### src/rtl/core/direct_mapped_read_cache_macros.svh
`ifndef DIRECT_MAPPED_READ_CACHE_MACROS_SVH
`define DIRECT_MAPPED_READ_CACHE_MACROS_SVH

// same-cycle implication, clocked on clk, idle while arst_n is low
`define DMC_ASSERT_IMM(label, ante, cons) \
	label: assert property (@(posedge clk) disable iff (!arst_n) (ante) |-> (cons)) \
		else $error("dmc assertion failed");

// next-cycle implication, clocked on clk, idle while arst_n is low
`define DMC_ASSERT_NXT(label, ante, cons) \
	label: assert property (@(posedge clk) disable iff (!arst_n) (ante) |=> (cons)) \
		else $error("dmc assertion failed");

`endif

### src/rtl/core/dmc_pkg.sv
package dmc_pkg;

	localparam int ADDR_W   = 32;
	localparam int WORD_W   = 64;
	localparam int FIDX_W   = 2;
	localparam int KIND_W   = 2;
	localparam int BYTE_W   = 8;
	localparam int CNT_W    = 32;
	localparam int WORD_BYTES = 8;
	localparam int BSEL_W   = 3;

	typedef enum logic [KIND_W-1:0] {
		KIND_HIT       = 2'd0,
		KIND_MISS      = 2'd1,
		KIND_FILL_DONE = 2'd2,
		KIND_FILL_ACK  = 2'd3
	} kind_t;

	typedef enum logic {
		OP_READ = 1'b0,
		OP_FILL = 1'b1
	} op_t;

endpackage

### src/rtl/core/dmc_req_if.sv
interface dmc_req_if;
	logic                             valid;
	logic                             ready;
	logic                             op;
	logic [dmc_pkg::ADDR_W-1:0]       address;
	logic [dmc_pkg::WORD_W-1:0]       fill_word;
	logic [dmc_pkg::FIDX_W-1:0]       fill_index;

	modport source (output valid, output op, output address, output fill_word,
		output fill_index, input ready);
	modport sink (input valid, input op, input address, input fill_word,
		input fill_index, output ready);
endinterface

### src/rtl/core/dmc_rsp_if.sv
interface dmc_rsp_if;
	logic                             valid;
	logic                             ready;
	logic [dmc_pkg::KIND_W-1:0]       kind;
	logic [dmc_pkg::BYTE_W-1:0]       data_byte;
	logic [dmc_pkg::ADDR_W-1:0]       line_address;
	logic [dmc_pkg::CNT_W-1:0]        hits_so_far;
	logic [dmc_pkg::CNT_W-1:0]        misses_so_far;

	modport source (output valid, output kind, output data_byte, output line_address,
		output hits_so_far, output misses_so_far, input ready);
	modport sink (input valid, input kind, input data_byte, input line_address,
		input hits_so_far, input misses_so_far, output ready);
endinterface

### src/rtl/core/dmc_ram.sv
module dmc_ram #(
	parameter int WIDTH = 64,
	parameter int DEPTH = 32
) (
	input  logic                     clk,
	input  logic                     we,
	input  logic [$clog2(DEPTH)-1:0] waddr,
	input  logic [WIDTH-1:0]         wdata,
	input  logic                     re,
	input  logic [$clog2(DEPTH)-1:0] raddr,
	output logic [WIDTH-1:0]         rdata
);

	logic [WIDTH-1:0] mem_q [DEPTH];

	always_ff @(posedge clk) begin
		if (we) begin
			mem_q[waddr] <= wdata;
		end
		if (re) begin
			rdata <= mem_q[raddr];
		end
	end

endmodule

### src/rtl/core/direct_mapped_read_cache.sv
// A request's result is registered in the memory read stage and then in the result register.
// Throughput: one item per cycle while the result is not stalled; the tag and line-data memories each
// take one read and one write per cycle, and a stalled result stalls the request side.
// Reset: arst_n clears valid bits, counters, pending offset and pipeline valids at once;
// tag and line-data memories are not cleared and no clearing pass is run.
module direct_mapped_read_cache #(
	parameter int NUM_SETS   = 8,
	parameter int LINE_BYTES = 32
) (
	input  logic      clk,
	input  logic      arst_n,
	dmc_req_if.sink   req,
	dmc_rsp_if.source rsp
);

	`include "direct_mapped_read_cache_macros.svh"

	localparam int WPL  = LINE_BYTES / dmc_pkg::WORD_BYTES;
	localparam int OFFW = $clog2(LINE_BYTES);
	localparam int SETW = $clog2(NUM_SETS);
	localparam int TAGW = dmc_pkg::ADDR_W - OFFW - SETW;
	localparam int WSH  = $clog2(WPL);
	localparam int WIDX = (WPL > 1) ? WSH : 1;
	localparam int DEPTH = NUM_SETS * WPL;
	localparam int DAW  = $clog2(DEPTH);

	logic            advance;
	logic            acc;
	logic [OFFW-1:0] offset;
	logic [SETW-1:0] set;
	logic [TAGW-1:0] tag;
	logic [WIDX-1:0] fidx;
	logic            fill_last;
	logic [OFFW-1:0] sel_off;
	logic [WIDX-1:0] sel_word;
	logic [DAW-1:0]  rd_addr;
	logic [DAW-1:0]  wr_addr;

	logic [NUM_SETS-1:0] valid_q;
	logic [OFFW-1:0]     pend_q;

	logic                        vld_s1;
	dmc_pkg::op_t                op_s1;
	logic                        last_s1;
	logic                        fwd_s1;
	logic [dmc_pkg::BSEL_W-1:0]  bsel_s1;
	logic [TAGW-1:0]             tag_s1;
	logic                        lvalid_s1;
	logic [dmc_pkg::WORD_W-1:0]  fword_s1;
	logic [dmc_pkg::ADDR_W-1:0]  laddr_s1;

	logic [TAGW-1:0]            tag_rdata;
	logic [dmc_pkg::WORD_W-1:0] data_rdata;

	logic                       hit;
	logic [dmc_pkg::WORD_W-1:0] line_word;
	logic [dmc_pkg::BYTE_W-1:0] sel_byte;
	dmc_pkg::kind_t             kind_d;

	logic                       out_vld_q;
	dmc_pkg::kind_t             kind_q;
	logic [dmc_pkg::BYTE_W-1:0] byte_q;
	logic [dmc_pkg::ADDR_W-1:0] laddr_q;
	logic [dmc_pkg::CNT_W-1:0]  hit_cnt_q;
	logic [dmc_pkg::CNT_W-1:0]  miss_cnt_q;

	assign advance   = !out_vld_q || rsp.ready;
	assign req.ready = advance;
	assign acc       = req.valid && advance;

	assign offset = req.address[OFFW-1:0];
	assign set    = req.address[OFFW +: SETW];
	assign tag    = req.address[dmc_pkg::ADDR_W-1 -: TAGW];
	assign fidx   = (WPL == 1) ? '0 : WIDX'(req.fill_index);
	assign fill_last = (fidx == WIDX'(WPL - 1));

	assign sel_off  = (req.op == dmc_pkg::OP_FILL) ? pend_q : offset;
	assign sel_word = WIDX'(sel_off >> dmc_pkg::BSEL_W);
	assign rd_addr  = (DAW'(set) << WSH) | DAW'(sel_word);
	assign wr_addr  = (DAW'(set) << WSH) | DAW'(fidx);

	dmc_ram #(
		.WIDTH (TAGW),
		.DEPTH (NUM_SETS)
	) u_tag_ram (
		.clk   (clk),
		.we    (acc && req.op == dmc_pkg::OP_FILL && fill_last),
		.waddr (set),
		.wdata (tag),
		.re    (acc),
		.raddr (set),
		.rdata (tag_rdata)
	);

	dmc_ram #(
		.WIDTH (dmc_pkg::WORD_W),
		.DEPTH (DEPTH)
	) u_data_ram (
		.clk   (clk),
		.we    (acc && req.op == dmc_pkg::OP_FILL),
		.waddr (wr_addr),
		.wdata (req.fill_word),
		.re    (acc),
		.raddr (rd_addr),
		.rdata (data_rdata)
	);

	always_ff @(posedge clk or negedge arst_n) begin
		if (!arst_n) begin
			valid_q <= '0;
			pend_q  <= '0;
		end else if (acc) begin
			if (req.op == dmc_pkg::OP_READ) begin
				pend_q <= offset;
			end else if (fill_last) begin
				valid_q[set] <= 1'b1;
			end else if (fidx == '0) begin
				valid_q[set] <= 1'b0;
			end
		end
	end

	always_ff @(posedge clk or negedge arst_n) begin
		if (!arst_n) begin
			vld_s1 <= 1'b0;
		end else if (advance) begin
			vld_s1 <= req.valid;
		end
	end

	always_ff @(posedge clk) begin
		if (acc) begin
			op_s1     <= dmc_pkg::op_t'(req.op);
			last_s1   <= fill_last;
			fwd_s1    <= (sel_word == fidx);
			bsel_s1   <= sel_off[dmc_pkg::BSEL_W-1:0];
			tag_s1    <= tag;
			lvalid_s1 <= valid_q[set];
			fword_s1  <= req.fill_word;
			laddr_s1  <= {req.address[dmc_pkg::ADDR_W-1:OFFW], OFFW'(0)};
		end
	end

	// forward the fill word when the pending byte sits in the word being written
	assign hit       = lvalid_s1 && (tag_rdata == tag_s1);
	assign line_word = (op_s1 == dmc_pkg::OP_FILL && fwd_s1) ? fword_s1 : data_rdata;
	assign sel_byte  = line_word[{bsel_s1, 3'b000} +: dmc_pkg::BYTE_W];

	always_comb begin
		if (op_s1 == dmc_pkg::OP_READ) begin
			kind_d = hit ? dmc_pkg::KIND_HIT : dmc_pkg::KIND_MISS;
		end else begin
			kind_d = last_s1 ? dmc_pkg::KIND_FILL_DONE : dmc_pkg::KIND_FILL_ACK;
		end
	end

	always_ff @(posedge clk or negedge arst_n) begin
		if (!arst_n) begin
			out_vld_q  <= 1'b0;
			hit_cnt_q  <= '0;
			miss_cnt_q <= '0;
		end else if (advance) begin
			out_vld_q <= vld_s1;
			if (vld_s1 && kind_d == dmc_pkg::KIND_HIT) begin
				hit_cnt_q <= hit_cnt_q + 1'b1;
			end
			if (vld_s1 && kind_d == dmc_pkg::KIND_MISS) begin
				miss_cnt_q <= miss_cnt_q + 1'b1;
			end
		end
	end

	always_ff @(posedge clk) begin
		if (advance && vld_s1) begin
			kind_q  <= kind_d;
			byte_q  <= (kind_d == dmc_pkg::KIND_HIT || kind_d == dmc_pkg::KIND_FILL_DONE)
				? sel_byte : '0;
			laddr_q <= (kind_d == dmc_pkg::KIND_MISS) ? laddr_s1 : '0;
		end
	end

	assign rsp.valid         = out_vld_q;
	assign rsp.kind          = kind_q;
	assign rsp.data_byte     = byte_q;
	assign rsp.line_address  = laddr_q;
	assign rsp.hits_so_far   = hit_cnt_q;
	assign rsp.misses_so_far = miss_cnt_q;

	`DMC_ASSERT_NXT(a_s1_hold, vld_s1 && !advance, vld_s1)
	`DMC_ASSERT_NXT(a_miss_count, advance && vld_s1 && op_s1 == dmc_pkg::OP_READ && !hit,
		miss_cnt_q == $past(miss_cnt_q) + 1'b1 && hit_cnt_q == $past(hit_cnt_q))
	`DMC_ASSERT_IMM(a_miss_no_data, out_vld_q && kind_q == dmc_pkg::KIND_MISS, byte_q == '0)
	`DMC_ASSERT_IMM(a_laddr_miss_only, out_vld_q && kind_q != dmc_pkg::KIND_MISS,
		laddr_q == '0)

endmodule
### src/flat_wrapper.sv
// flat-port wrapper written by rule: the top's interface ports become plain ports
module direct_mapped_read_cache_flat 
#(
	parameter int NUM_SETS   = 8,
	parameter int LINE_BYTES = 32
)
  (clk, arst_n, req_valid, req_op, req_address, req_fill_word, req_fill_index, req_ready, rsp_valid, rsp_kind, rsp_data_byte, rsp_line_address, rsp_hits_so_far, rsp_misses_so_far, rsp_ready);
  dmc_req_if req_i ();
  dmc_rsp_if rsp_i ();
  input  logic clk;
  input  logic arst_n;
  input wire logic [$bits(req_i.valid)-1:0] req_valid;
  input wire logic [$bits(req_i.op)-1:0] req_op;
  input wire logic [$bits(req_i.address)-1:0] req_address;
  input wire logic [$bits(req_i.fill_word)-1:0] req_fill_word;
  input wire logic [$bits(req_i.fill_index)-1:0] req_fill_index;
  output wire logic [$bits(req_i.ready)-1:0] req_ready;
  output wire logic [$bits(rsp_i.valid)-1:0] rsp_valid;
  output wire logic [$bits(rsp_i.kind)-1:0] rsp_kind;
  output wire logic [$bits(rsp_i.data_byte)-1:0] rsp_data_byte;
  output wire logic [$bits(rsp_i.line_address)-1:0] rsp_line_address;
  output wire logic [$bits(rsp_i.hits_so_far)-1:0] rsp_hits_so_far;
  output wire logic [$bits(rsp_i.misses_so_far)-1:0] rsp_misses_so_far;
  input wire logic [$bits(rsp_i.ready)-1:0] rsp_ready;
  assign req_i.valid = req_valid;
  assign req_i.op = req_op;
  assign req_i.address = req_address;
  assign req_i.fill_word = req_fill_word;
  assign req_i.fill_index = req_fill_index;
  assign req_ready = req_i.ready;
  assign rsp_valid = rsp_i.valid;
  assign rsp_kind = rsp_i.kind;
  assign rsp_data_byte = rsp_i.data_byte;
  assign rsp_line_address = rsp_i.line_address;
  assign rsp_hits_so_far = rsp_i.hits_so_far;
  assign rsp_misses_so_far = rsp_i.misses_so_far;
  assign rsp_i.ready = rsp_ready;
  direct_mapped_read_cache #(.NUM_SETS(NUM_SETS), .LINE_BYTES(LINE_BYTES)) u_core (.clk(clk), .arst_n(arst_n), .req(req_i), .rsp(rsp_i));
endmodule
### config.mk
export PLATFORM = sky130hd
export DESIGN_NAME = direct_mapped_read_cache_flat
export DESIGN_NICKNAME = d
export VERILOG_FILES = /design/src/rtl/core/dmc_pkg.sv /design/src/rtl/core/dmc_req_if.sv /design/src/rtl/core/dmc_rsp_if.sv /design/src/rtl/core/dmc_ram.sv /design/src/rtl/core/direct_mapped_read_cache.sv /design/src/flat_wrapper.sv
export VERILOG_INCLUDE_DIRS = /design/src /design/src/rtl/core
export SDC_FILE = /design/constraint.sdc
export NUM_CORES = 2
export LEC_CHECK = 0
export ABC_CLOCK_PERIOD_IN_PS = 6400
export BUFFER_PORTS_ARGS = -buffer_cell sky130_fd_sc_hd__buf_2
export CAP_MARGIN = 25
export CORE_MARGIN = 2
export CORE_UTILIZATION = 30
export CTS_BUF_LIST = sky130_fd_sc_hd__clkbuf_4 sky130_fd_sc_hd__clkbuf_8
export DETAILED_ROUTE_END_ITERATION = 8
export PLACE_DENSITY_LB_ADDON = 0.1
export SKIP_CTS_REPAIR_TIMING = 1
export SYNTH_ARGS = -nofsm -noshare
export SYNTH_HDL_FRONTEND = slang
export SYNTH_SLANG_ARGS = --single-unit
### constraint.sdc
create_clock -name clk -period 6.4 [get_ports clk]
set_input_delay 0.32 -clock clk [delete_from_list [all_inputs] [get_ports clk]]
set_output_delay 0.32 -clock clk [all_outputs]
set_load 0.02 [all_outputs]
==> metrics list <==
- The flow ran to the end, and the final reports show no timing, DRC or antenna violations.
- The netlist uses 46 different library cells.
- The analysis attributes to cell leakage a power of 35.8 nW.
- Summing all placed instances gives a cell area of 0.103 mm^2.
- Sequential share of power: 51.2%
* DR WL/cell: 31.1 um
* Final worst hold slack: 0.0631 ns
- Switching power summed over all nets: 8.91 mW
- CTS placed an instance of sky130_fd_sc_hd__clkbuf_8 at the clock tree root.
- Area of the die: 0.323 mm^2
- Entering global routing, the biggest net connects 71 pins.
- Summed over all instances, the cell type with the most area after synthesis is sky130_fd_sc_hd__edfxtp_1.
* WS Path Type: flip-flop to flip-flop
- Summing internal, switching and leakage power gives 36.4 mW.
* Part of the power in combinational logic: 8.6%
- Clock transition time at the flip-flop clock pins of the worst setup and hold paths: 0.06 ns
- Setup slack at placement: 2.19 ns
- In this run, the number of DRC markers left after iteration 0 of detailed routing was 4022.
- The number of clock buffers added by TritonCTS is 445.
- The H-tree generated during clock tree synthesis spans 5 levels.
* Pwr/cell area: 324 mW/mm^2
* Vias after detailed routing: 47300
- Of all nets on the critical path, the largest fanout is 51.
- Timing would allow up to 0.236 GHz.
- Count of standard-cell rows: 207
- Setup violations remaining at the end of the flow were counted as 0.
- Endpoint arrival time on the critical path: 4.95 ns
- Number of synthesized flops with an enable pin: 2463
* Wire length of the first global-routing pass: 406 mm
* RD Place Congestion: 0.723
- Clock tree synthesis found a total of 2542 sinks.
- Buffers placed on the I/O ports in this run total 205.
- In this run, the clock network consumes 40.2% of the power.
- Seq/Total Area, Yosys: 79.6%
* Antenna violations before repair: 27
* RSZ-0062 raised after global routing: no
- Counting I/O delays and the setup requirement, the final critical path takes 4.24 ns.
* Area of all placed cells without fillers: 0.112 mm^2
* Switching Fraction: 24.5%
- Area grow syn2layout: 17.8%
* Skew-Pair Late Insertion Delay: 1.10 ns
- Cell internal power dissipation: 27.5 mW
* Fin crit share: 66.2%
- In the final design database the tool counted 4995 nets.
- Synthesis inferred 2542 register bits.
- During synthesis, Yosys emitted a total of 0 warnings.
- Final ANT Viol Nets: 0
- For this run, the detailed router's first-pass iteration total came to 5.
* I/O pin cnt: 211
* Capturing element type of the critical path: flip-flop
- For this run, design rule violations remaining after detail routing come to 0.
- Worst Setup Slack, final: 2.16 ns
- Area share of the largest cell type after synthesis: 77.5%
* Critical path launch point type: flip-flop
- In this run the vertical extent of the chip is 568 um.
* Total core area: 0.317 mm^2
- Traced cell by cell, the critical path runs through nor2b_1 -> inv_1 -> nand2_1 -> inv_8 -> nand3_1 -> nor2_4 -> buf_4.
* Mean area per synthesized cell: 22.7 um^2
- Counting flops with an async set or reset pin after synthesis yields a share of 3.11%.
- Worst clock skew on the final layout: 0.0709 ns
* Vias per cell: 5.02
* Global-route usage over all layers: 17.9%
* TritonCTS clock tree: yes
* Biggest cell delay along the critical path: 1.04 ns
- IR drop worst, VDD: 0.000163 V
* Ranking of synthesized cells by area: sky130_fd_sc_hd__edfxtp_1 (77%), sky130_fd_sc_hd__mux4_2 (13%), sky130_fd_sc_hd__a22oi_1 (2.8%), sky130_fd_sc_hd__dfrtp_1 (2.1%), sky130_fd_sc_hd__nand4_1 (0.77%)
- Die boundary width: 568 um
- At the worst endpoint, the required time is 7.11 ns.
* Max transition margin: 24.8%
* Vias in the first global route: 49100
- MaxCap Viol Count: 0
* Remaining Overflow, GRT: 0
- The cell area that synthesis handed to floorplanning was 0.0955 mm^2.
- Effective utilization at floorplan: 30.1%
- Cells with a size suffix above 1 make up 31.7% of the layout.
* Final hold violation count: 0
- At the pin with the least slew margin, the transition time is 1.13 ns.
* Master of the slowest instance on the critical path: sky130_fd_sc_hd__nor2_4
* Longest Clk Path Bufs: 4
* Fill cells: 29400
* Post-synth top flop: sky130_fd_sc_hd__edfxtp_1
- The wire-length estimate of the detail-placed layout is 162 mm.
- Synthesis produced a netlist whose cell count is 4207.
* WL final: 293 mm
- Max Slew Vio Count: 0
- The tightest min-delay check is of the primary input to flip-flop type.
## sequential cells by signal, indices dropped and copies added (netlist names), named ones only
name	flops
u_core.u_data_ram.mem_q	2048
u_core.u_tag_ram.mem_q	192
u_core.fword_s1	64
u_core.u_data_ram.rdata	64
u_core.rsp.hits_so_far	32
u_core.rsp.misses_so_far	32
u_core.rsp.line_address	27
u_core.tag_s1	24
u_core.u_tag_ram.rdata	24
u_core.rsp.data_byte	8
u_core.pend_q	5
u_core.bsel_s1	3
u_core.laddr_s1	3
u_core.rsp.kind	2
u_core.fwd_s1	1
u_core.last_s1	1
u_core.lvalid_s1	1
u_core.op_s1	1
u_core.rsp.valid	1
u_core.vld_s1	1
## cell usage in the layout (no fill, tap or decap), types with 14 or more instances in the layout
cell / netlist / final
sky130_fd_sc_hd__clkbuf_4: 0 / 142
sky130_fd_sc_hd__mux2_2: 14 / 14
sky130_fd_sc_hd__clkbuf_8: 0 / 453
sky130_fd_sc_hd__buf_2: 63 / 204
sky130_fd_sc_hd__dlygate4sd3_1: 0 / 106
sky130_fd_sc_hd__nor2_4: 0 / 34
sky130_fd_sc_hd__nand4_1: 118 / 118
sky130_fd_sc_hd__xor2_1: 67 / 67
sky130_fd_sc_hd__nor3_1: 34 / 33
sky130_fd_sc_hd__mux4_2: 552 / 552
sky130_fd_sc_hd__and2_1: 39 / 37
sky130_fd_sc_hd__nand2_1: 32 / 32
sky130_fd_sc_hd__buf_4: 28 / 104
sky130_fd_sc_hd__dfrtp_1: 79 / 79
sky130_fd_sc_hd__edfxtp_1: 2463 / 2463
sky130_fd_sc_hd__clkinv_1: 0 / 133
sky130_fd_sc_hd__a22oi_1: 356 / 356
sky130_fd_sc_hd__inv_1: 15 / 14
sky130_fd_sc_hd__buf_12: 0 / 44
sky130_fd_sc_hd__xnor2_1: 21 / 21
sky130_fd_sc_hd__clkinv_2: 0 / 47
sky130_fd_sc_hd__nand3_1: 37 / 37
sky130_fd_sc_hd__nor2_1: 72 / 30
## critical path, delay by kind of cell (launching register included)
family        cells  cell delay, ns
flops             1            0.37
simple gates      4            2.29
buf+inv           3            1.17
## metal layers
| layer | vias to the layer above | wire length, um | global-route usage, % |
|---|---|---|---|
| li1 | 19500 | - | - |
| met1 | 26100 | 134000 | 25.3 |
| met2 | 1364 | 140000 | 28.9 |
| met3 | 425 | 14000 | 2.97 |
| met4 | 8 | 5840 | 4.13 |
| met5 | - | 48 | 0 |
## cell usage after synthesis (all sizes together) (3+ instances only)
cell / count
clkbuf: 94
dfrtp: 79
and3: 3
edfxtp: 2463
mux2: 17
a21oi: 13
buf: 139
or4: 3
and4: 4
a22oi: 356
xnor2: 21
and2: 39
nor4: 7
a2111oi: 9
inv: 16
nor2: 72
nor3: 35
xor2: 67
nand2: 33
mux4: 552
ha: 6
a211oi: 10
nand4: 118
nand3: 37
## cells by family (layout without fill, tap and decap cells)
kind of cell	after synthesis	after routing	synth area share [%]
AO/OA/AOI/OAI	391	391	3.06
XOR/XNOR	88	88	0.807
multiplexers	570	570	13.2
AND/OR/NAND/NOR	360	360	2.06
other	1	14	0.00393
flip-flops	2542	2542	79.6
buffers and inverters	249	1286	1.20
adder cells (fa/ha/maj)	6	6	0.0786
## power groups by stage
stage	Sequential (mW)	Clock, mW	Combinational [mW]
after floorplan	19.0	0	1.83
after global placement	19.0	0	3.17
after detailed placement	19.0	0	3.18
after CTS	18.7	15.2	3.19
after global routing	18.7	15.8	3.38
final	18.7	14.7	3.14
## path summary, 6_finish.rpt
check,startpoint,to,slack [ns],cells after the start
max,u_core.rsp.valid,u_core.u_data_ram.mem_q[30][37],2.16,7
min,req_address[26],u_core.u_tag_ram.mem_q[7][18],0.06,2
max reg2reg,u_core.rsp.valid,u_core.u_data_ram.mem_q[30][37],2.16,7
min reg2reg,u_core.rsp.misses_so_far[31],u_core.rsp.misses_so_far[31],0.47,1
max in group asynchronous,arst_n,u_core.rsp.hits_so_far[27],5.33,4
min in group asynchronous,arst_n,u_core.pend_q[1],0.31,4
## area by class of cell
type                            instances  area (um^2)  area share (%)
Sequential cell                      2542        75900            67.5
Multi-Input combinational cell       1420        18700            16.7
Clock buffer                          595         7300            6.49
Tap cell                             4180         5230            4.65
Timing Repair Buffer                  461         3830            3.40
Clock inverter                        214         1350            1.20
Inverter                               16         67.6          0.0601
Antenna cell                            9         22.5          0.0200
## per-stage QoR
| step | cells | util (%) | setup TNS (ns) |
|---|---|---|---|
| 2_1_floorplan | 4211 | - | -1179.64 |
| 3_3_place_gp | 8508 | 32.3 | 0 |
| 3_5_place_dp | 8512 | 32.4 | 0 |
| 4_1_cts | 9321 | 35.1 | 0 |
| 5_1_grt | 9432 | 35.4 | 0 |
| 6_report | 9437 | 35.4 | 0 |
No activity file was read; power rests on OpenSTA's default activity.
